`config.mk`:
```
export PLATFORM = sky130hd
export DESIGN_NAME = array_set_insert_delete_member
export DESIGN_NICKNAME = d
export VERILOG_FILES = /design/src/hw/rtl/arrset_pkg.sv /design/src/hw/rtl/arrset_ctrl.sv /design/src/hw/rtl/arrset_dp.sv /design/src/hw/rtl/array_set_insert_delete_member.sv
export SDC_FILE = /design/constraint.sdc
export NUM_CORES = 2
export LEC_CHECK = 0
export BUFFER_PORTS_ARGS = -buffer_cell sky130_fd_sc_hd__buf_2
export CAP_MARGIN = 20
export CORE_ASPECT_RATIO = 1.25
export CORE_MARGIN = 3
export CORE_UTILIZATION = 63
export DETAILED_ROUTE_END_ITERATION = 10
export HOLD_SLACK_MARGIN = 0.03
export PLACE_DENSITY = 0.79
export RECOVER_POWER = 50
export SLEW_MARGIN = 20
export SYNTH_ARGS = -nofsm -noshare
export SYNTH_HDL_FRONTEND = slang
export SYNTH_SLANG_ARGS = --single-unit
```
`constraint.sdc`:
```
create_clock -name aclk -period 4.95 [get_ports aclk]
set_input_delay 0 -clock aclk [delete_from_list [all_inputs] [get_ports aclk]]
set_output_delay 0 -clock aclk [all_outputs]
set_load 0.05 [all_outputs]
```
`src/hw/rtl/arrset_pkg.sv`:
```
// ----------------------------------------------------------------------------
// arrset_pkg
// Shared types and constants for the unordered array set block.
// ----------------------------------------------------------------------------
package arrset_pkg;

    localparam int CAPACITY   = 64;
    localparam int ELEM_WIDTH = 32;
    localparam int IDX_WIDTH  = $clog2(CAPACITY);
    localparam int CNT_WIDTH  = $clog2(CAPACITY + 1);

    localparam int OP_WIDTH     = 2;
    localparam int STATUS_WIDTH = 2;

    // beat layouts, padded to whole bytes
    localparam int S_DATA_BITS  = OP_WIDTH + ELEM_WIDTH;
    localparam int S_DATA_WIDTH = ((S_DATA_BITS + 7) / 8) * 8;
    localparam int M_DATA_BITS  = 1 + CNT_WIDTH + 1 + 1 + STATUS_WIDTH;
    localparam int M_DATA_WIDTH = ((M_DATA_BITS + 7) / 8) * 8;

    typedef enum logic [OP_WIDTH-1:0] {
        OP_INSERT = 2'd0,
        OP_DELETE = 2'd1,
        OP_QUERY  = 2'd2,
        OP_CLEAR  = 2'd3
    } op_t;

    typedef enum logic [STATUS_WIDTH-1:0] {
        ST_DONE      = 2'd0,
        ST_NO_CHANGE = 2'd1,
        ST_REJECTED  = 2'd2
    } status_t;

    // controller -> datapath
    typedef struct packed {
        logic load;
        logic search;
        logic shift;
        logic commit;
    } ctrl_cmd_t;

    // datapath -> controller
    typedef struct packed {
        logic search_done;
        logic hit;
        logic is_delete;
        logic shift_done;
        logic out_free;
    } dp_status_t;

endpackage

```
`src/hw/rtl/arrset_ctrl.sv`:
```
// ----------------------------------------------------------------------------
// arrset_ctrl
// Request sequencer: accept, search, compact on delete, then commit.
// ----------------------------------------------------------------------------
module arrset_ctrl
    import arrset_pkg::*;
(
    input  logic       aclk,
    input  logic       aresetn,
    input  logic       s_tvalid,
    output logic       s_tready,
    output ctrl_cmd_t  cmd,
    input  dp_status_t st
);

    typedef enum logic [3:0] {
        S_IDLE   = 4'b0001,
        S_SEARCH = 4'b0010,
        S_SHIFT  = 4'b0100,
        S_COMMIT = 4'b1000
    } state_t;

    state_t state_reg;
    state_t state_next;

    always_ff @(posedge aclk) begin
        if (!aresetn) begin
            state_reg <= S_IDLE;
        end else begin
            state_reg <= state_next;
        end
    end

    always_comb begin
        state_next = state_reg;
        cmd        = '0;
        s_tready   = 1'b0;
        unique case (state_reg)
            S_IDLE: begin
                s_tready = 1'b1;
                if (s_tvalid) begin
                    cmd.load   = 1'b1;
                    state_next = S_SEARCH;
                end
            end
            S_SEARCH: begin
                cmd.search = 1'b1;
                if (st.search_done) begin
                    state_next = (st.hit && st.is_delete) ? S_SHIFT : S_COMMIT;
                end
            end
            S_SHIFT: begin
                cmd.shift = 1'b1;
                if (st.shift_done) begin
                    state_next = S_COMMIT;
                end
            end
            S_COMMIT: begin
                if (st.out_free) begin
                    cmd.commit = 1'b1;
                    state_next = S_IDLE;
                end
            end
            default: begin
                state_next = S_IDLE;
            end
        endcase
    end

endmodule

```
`src/hw/rtl/arrset_dp.sv`:
```
// ----------------------------------------------------------------------------
// arrset_dp
// Entry memory, fill count, search/compaction pointers and result register.
// ----------------------------------------------------------------------------
module arrset_dp
    import arrset_pkg::*;
(
    input  logic                    aclk,
    input  logic                    aresetn,
    input  logic [S_DATA_WIDTH-1:0] s_tdata,
    output logic                    m_tvalid,
    input  logic                    m_tready,
    output logic [M_DATA_WIDTH-1:0] m_tdata,
    input  ctrl_cmd_t               cmd,
    output dp_status_t              st
);

    logic [ELEM_WIDTH-1:0] mem [CAPACITY];
    logic [ELEM_WIDTH-1:0] rd_data_reg;

    op_t                   op_reg;
    logic [ELEM_WIDTH-1:0] elem_reg;
    logic [CNT_WIDTH-1:0]  count_reg;
    logic [CNT_WIDTH-1:0]  count_next;
    logic [CNT_WIDTH-1:0]  idx_reg;
    logic [CNT_WIDTH-1:0]  pend_idx_reg;
    logic                  pend_reg;
    logic                  found_reg;

    logic                  out_valid_reg;
    logic [M_DATA_WIDTH-1:0] out_data_reg;

    logic                  hit;
    logic                  issue;
    logic                  wr_en;
    logic [IDX_WIDTH-1:0]  wr_addr;
    logic [ELEM_WIDTH-1:0] wr_data;
    logic [CNT_WIDTH-1:0]  pend_prev;
    status_t               status_next;
    logic                  ins_ok;

    // read data belongs to the entry at pend_idx_reg
    assign hit       = pend_reg && (rd_data_reg == elem_reg);
    assign issue     = idx_reg < count_reg;
    assign pend_prev = pend_idx_reg - CNT_WIDTH'(1);
    assign ins_ok    = (op_reg == OP_INSERT) && !found_reg && (count_reg < CNT_WIDTH'(CAPACITY));

    assign st.hit         = hit;
    assign st.search_done = hit || (!pend_reg && !issue);
    assign st.shift_done  = !pend_reg && !issue;
    assign st.is_delete   = (op_reg == OP_DELETE);
    assign st.out_free    = !out_valid_reg || m_tready;

    // single write port: compaction moves or the insert append
    always_comb begin
        wr_en   = 1'b0;
        wr_addr = count_reg[IDX_WIDTH-1:0];
        wr_data = elem_reg;
        if (cmd.shift && pend_reg) begin
            wr_en   = 1'b1;
            wr_addr = pend_prev[IDX_WIDTH-1:0];
            wr_data = rd_data_reg;
        end else if (cmd.commit && ins_ok) begin
            wr_en = 1'b1;
        end
    end

    always_ff @(posedge aclk) begin
        if (wr_en) begin
            mem[wr_addr] <= wr_data;
        end
        rd_data_reg <= mem[idx_reg[IDX_WIDTH-1:0]];
    end

    always_comb begin
        count_next  = count_reg;
        status_next = ST_DONE;
        case (op_reg)
            OP_INSERT: begin
                if (found_reg) begin
                    status_next = ST_NO_CHANGE;
                end else if (!ins_ok) begin
                    status_next = ST_REJECTED;
                end else begin
                    count_next = count_reg + CNT_WIDTH'(1);
                end
            end
            OP_DELETE: begin
                if (found_reg) begin
                    count_next = count_reg - CNT_WIDTH'(1);
                end else begin
                    status_next = ST_NO_CHANGE;
                end
            end
            OP_QUERY: begin
                status_next = ST_DONE;
            end
            default: begin
                status_next = (count_reg != '0) ? ST_DONE : ST_NO_CHANGE;
                count_next  = '0;
            end
        endcase
    end

    // payload registers
    always_ff @(posedge aclk) begin
        if (cmd.load) begin
            op_reg   <= op_t'(s_tdata[OP_WIDTH-1:0]);
            elem_reg <= s_tdata[OP_WIDTH +: ELEM_WIDTH];
        end
        if (cmd.search && !hit) begin
            pend_idx_reg <= idx_reg;
        end else if (cmd.shift) begin
            pend_idx_reg <= idx_reg;
        end
        if (cmd.commit) begin
            out_data_reg <= M_DATA_WIDTH'({status_next,
                                           count_next == '0,
                                           count_next == CNT_WIDTH'(CAPACITY),
                                           count_next,
                                           found_reg});
        end
    end

    // control registers
    always_ff @(posedge aclk) begin
        if (!aresetn) begin
            count_reg     <= '0;
            idx_reg       <= '0;
            pend_reg      <= 1'b0;
            found_reg     <= 1'b0;
            out_valid_reg <= 1'b0;
        end else begin
            if (cmd.load) begin
                idx_reg   <= '0;
                pend_reg  <= 1'b0;
                found_reg <= 1'b0;
            end else if (cmd.search) begin
                if (hit) begin
                    // compaction starts from the entry after the match
                    found_reg <= 1'b1;
                    pend_reg  <= 1'b0;
                    idx_reg   <= pend_idx_reg + CNT_WIDTH'(1);
                end else begin
                    pend_reg <= issue;
                    if (issue) begin
                        idx_reg <= idx_reg + CNT_WIDTH'(1);
                    end
                end
            end else if (cmd.shift) begin
                pend_reg <= issue;
                if (issue) begin
                    idx_reg <= idx_reg + CNT_WIDTH'(1);
                end
            end
            if (cmd.commit) begin
                count_reg <= count_next;
            end
            if (cmd.commit) begin
                out_valid_reg <= 1'b1;
            end else if (m_tready) begin
                out_valid_reg <= 1'b0;
            end
        end
    end

    assign m_tvalid = out_valid_reg;
    assign m_tdata  = out_data_reg;

endmodule

```
`src/hw/rtl/array_set_insert_delete_member.sv`:
```
// ----------------------------------------------------------------------------
// array_set_insert_delete_member
// Bounded set of distinct values held packed in an on-chip array.
// ----------------------------------------------------------------------------
// Keeps up to CAPACITY (64) distinct 32-bit values packed from entry 0 plus a
// fill count. Each input beat carries an operation (insert, delete, query,
// clear) and an element; each yields exactly one output beat with the prior
// membership, the new count, full/empty flags and a status (0 done,
// 1 no change needed, 2 insert rejected as full). One request is worked at a
// time. Every request first walks the held entries through the single memory
// read port, one entry a cycle, stopping at a match. A delete that hits then
// moves each later entry down one place, again one a cycle; as the search
// stopped at the match, the two walks together pass over the held entries
// only once. After each commit the sequencer passes through idle before the
// next request is taken, and that request is taken while a finished result
// still waits on m_tready. Memory contents need no clearing after reset; only
// entries below the count are ever compared.
// ----------------------------------------------------------------------------
module array_set_insert_delete_member
    import arrset_pkg::*;
(
    input  logic                    aclk,
    input  logic                    aresetn,
    // request beats
    input  logic                    s_tvalid,
    output logic                    s_tready,
    input  logic [S_DATA_WIDTH-1:0] s_tdata,  // [1:0] op, [33:2] element, rest zero
    // result beats
    output logic                    m_tvalid,
    input  logic                    m_tready,
    output logic [M_DATA_WIDTH-1:0] m_tdata   // [0] was_member, [7:1] count,
                                              // [8] is_full, [9] is_empty,
                                              // [11:10] status, rest zero
);

    ctrl_cmd_t  cmd;
    dp_status_t st;

    // sequencer: one request in flight, steps the datapath through its phases
    arrset_ctrl u_ctrl (
        .aclk     (aclk),
        .aresetn  (aresetn),
        .s_tvalid (s_tvalid),
        .s_tready (s_tready),
        .cmd      (cmd),
        .st       (st)
    );

    // storage, search/compaction pointers and the output register
    arrset_dp u_dp (
        .aclk     (aclk),
        .aresetn  (aresetn),
        .s_tdata  (s_tdata),
        .m_tvalid (m_tvalid),
        .m_tready (m_tready),
        .m_tdata  (m_tdata),
        .cmd      (cmd),
        .st       (st)
    );

endmodule

```
==> impl_metrics.py <==
metrics = {
    "routing": {
        "drtPass1Iterations": 7,
        "avgViaCountPerCell": 7.15,
        "drt_iter0_markers": 5851,
        "drc": 0,
        "antenna_left": 0,
        "wirelength_mm": 206,
        "vias": 40432,
        "wl_per_cell_um": 36.5,
    },
    "synthesis": {
        "synth-seq-cells": 2154,
        "ys.flop_type": "edfxtp_1",
        "synth_edf_count": 2101,
        "yosysWarningCount": 0,
        "netlist_area_um2": 82900,
        "synthCells": 3502,
        "syn_area_per_cell_um2": 23.7,
        "synth_cell_type_count": 55,
        "synthArstFlopShare_pct": 0,
        "ys_seq_area_share_pct": 77.4,
    },
    "timing": {
        "maxSlewHeadroom_pct": -123,
        "rsz0062_at_grt": "false",
        "final.min_clock_period_ns": 4.62,
        "period_share_pct": 93.3,
        "clock_skew_ns": 0.0282,
        "setup_viol": 0,
        "hold_viol_final": 0,
        "fin_setup_tns_ns": 0,
        "worstMarginPinSlew_ns": 3.34,
        "fmax_mhz": 216,
        "maxSlewViolCount": 343,
    },
    "final_layout": {
        "fill_cells": 6676,
        "layout.nets": 3822,
        "area.growth.synth_to_final_pct": 12.2,
        "seq_area_um2": 64200,
        "multiInputGateArea_um2": 18300,
        "stdcell_count": 5651,
        "final_layout_size_suffix_gt1_share_pct": 29.9,
        "largest_register_ffs": 2048,
    },
    "placement": {
        "dp.cells": 5233,
        "port-buffer-count": 51,
        "hpwl_mm": 107,
        "gp_congestion": 0.874,
    },
    "floorplan": {
        "initial_core_util_pct": 63.6,
        "die_area_um2": 136000,
        "coreArea_um2": 130000,
        "num_io_pins": 62,
        "std_cell_rows": 148,
        "die_h_um": 412,
        "die_x_um": 330,
    },
    "worst_setup_path": {
        "critPathSlowestCell": "dfxtp_1",
        "path_cells": "buf_4 -> mux4_2 -> mux4_2",
        "required_ns": 5.61,
        "critical_path_class": "flop to flop",
        "end_kind": "flop",
        "cp-start-kind": "flop",
        "max_stage_delay_ns": 2.61,
        "crit_fanout": 51,
        "r2r_cells": 3,
        "rr_startpoint": "u_dp.idx_reg[3]",
        "cp.arrival_ns": 5.28,
        "crit_start": "u_dp.idx_reg[3]",
        "cpMostUsedCell": "mux4_2",
    },
    "grt": {
        "grt_pass1_wl_mm": 300,
        "grt_usage_pct": 31.2,
        "grt_pass1_vias": 41489,
        "antenna_found_initial": 19,
        "grt_max_degree": 82,
        "overflow": 0,
    },
    "clock_tree": {
        "h-tree-depth": 4,
        "cts_tree": "yes",
        "post_cts_resized": 0,
        "path_clk_slew_ns": 0.07,
        "clk_latency_ns": 0.81,
        "cts-root-buf": "clkbuf_16",
        "numCtsBuffers": 185,
        "cts.sinks": 2154,
        "cts.path.max_buffers": 3,
    },
    "power_and_ir_drop": {
        "vdd_drop_max_v": 0.000427,
        "powerDensity_nw_per_um2": 381,
        "cellLeakagePower_nw": 27.8,
        "p_total_mw": 35.5,
    },
    "min_path": {
        "holdCritStartpoint": "aresetn",
        "holdPathStages": 3,
        "hp-class": "input pin to flop",
    },
    "outcome": {
        "violations": "max-capacitance violations, max-slew violations",
        "status": "finished with violations",
    },
    "job": {
        "maxCapViolations": 7,
    },
}
where the power goes:
part	leakage [nW]	switching (mW)	internal, mW
Clock	2.94	6.48	8.02
Combinational	5.55	0.574	0.126
Sequential	19.3	0.0543	20.2
Total	27.8	7.11	28.4
synthesized netlist by cell type (12+ instances only):
master	count	area, µm²
ha_1	12	150
nor2_1	86	323
nand3_1	20	100
buf_4	15	113
dfxtp_1	53	1060
nand4_1	16	100
edfxtp_1	2101	63100
mux4_2	641	14400
clkbuf_1	86	323
nand2_1	30	113
nor2b_1	36	225
mux2i_1	35	350
buf_2	48	240
a211oi_1	36	270
inv_1	18	67.6
a21oi_1	46	230
xnor2_1	42	368
mux2_2	35	394
buf_1	32	120
metrics by stage:
step	worst slack (ns)	instance area [µm²]	utilization, %	hold slack, ns
final	0.331	93000	71.4	0.161
after global routing	0.387	93000	71.4	0.158
after CTS	1.05	93100	71.4	0.0361
after detailed placement	1.26	86400	66.3	0.178
after global placement	1.32	86400	66.3	0.179
after floorplan	1.17	82900	-	0.0989
per-layer routing:
layer / wire length (µm) / track usage (%) / vias to the layer above
met3: 22600 / 7.04 / 548
met2: 108000 / 53.0 / 3033
met5: 138 / 0 / -
met1: 68500 / 40.8 / 21312
met4: 7150 / 9.89 / 22
li1: - / - / 15517
logic make-up after synthesis:
logic type / share of synthesized area (%)
AND/OR/NAND/NOR: 1.43
other: 0.00452
adder cells (fa/ha/maj): 0.181
flip-flops: 77.4
buffers and inverters: 1.07
XOR/XNOR: 0.528
AO/OA/AOI/OAI: 1.08
multiplexers: 18.3
what timing repair did:
action,in CTS,in global routing
buffers inserted,0,0
hold buffers,71,0
endpoints found under the hold margin,73,0
critical path: cells and delay by family (launching register included):
kind                   cells  cell delay, ns
buffers and inverters      1            0.80
DFF                        1            2.61
muxes                      2            1.01
cell usage in the layout (no fill, tap or decap), types with 31 or more instances in the layout:
cell              n
a21oi_1          46
a211oi_1         36
clkbuf_16       191
xnor2_1          42
edfxtp_1       2101
mux2i_1          35
clkinv_2         36
nor2b_1          36
dfxtp_1          50
nor2_4           61
dlygate4sd3_1    71
mux4_2          641
buf_4            96
clkbuf_1         69
mux2_2           31
worst paths after layout:
check / endpoint / slack [ns]
max: u_dp.rd_data_reg[31] / 0.33
min: u_ctrl.state_reg[2] / 0.16
max reg2reg: u_dp.rd_data_reg[31] / 0.33
min reg2reg: u_dp.pend_reg / 0.52
final cells by class:
type                       instances  area share [%]
clock buffer                     244            5.46
clock inverter                    99           0.989
sequential                      2154            69.0
timing repair buffer             257            2.47
tap                             1725            2.32
antenna                            4          0.0108
inverter                          18          0.0726
multi-input combinational       1150            19.7
No activity file was read; power rests on OpenSTA's default activity.
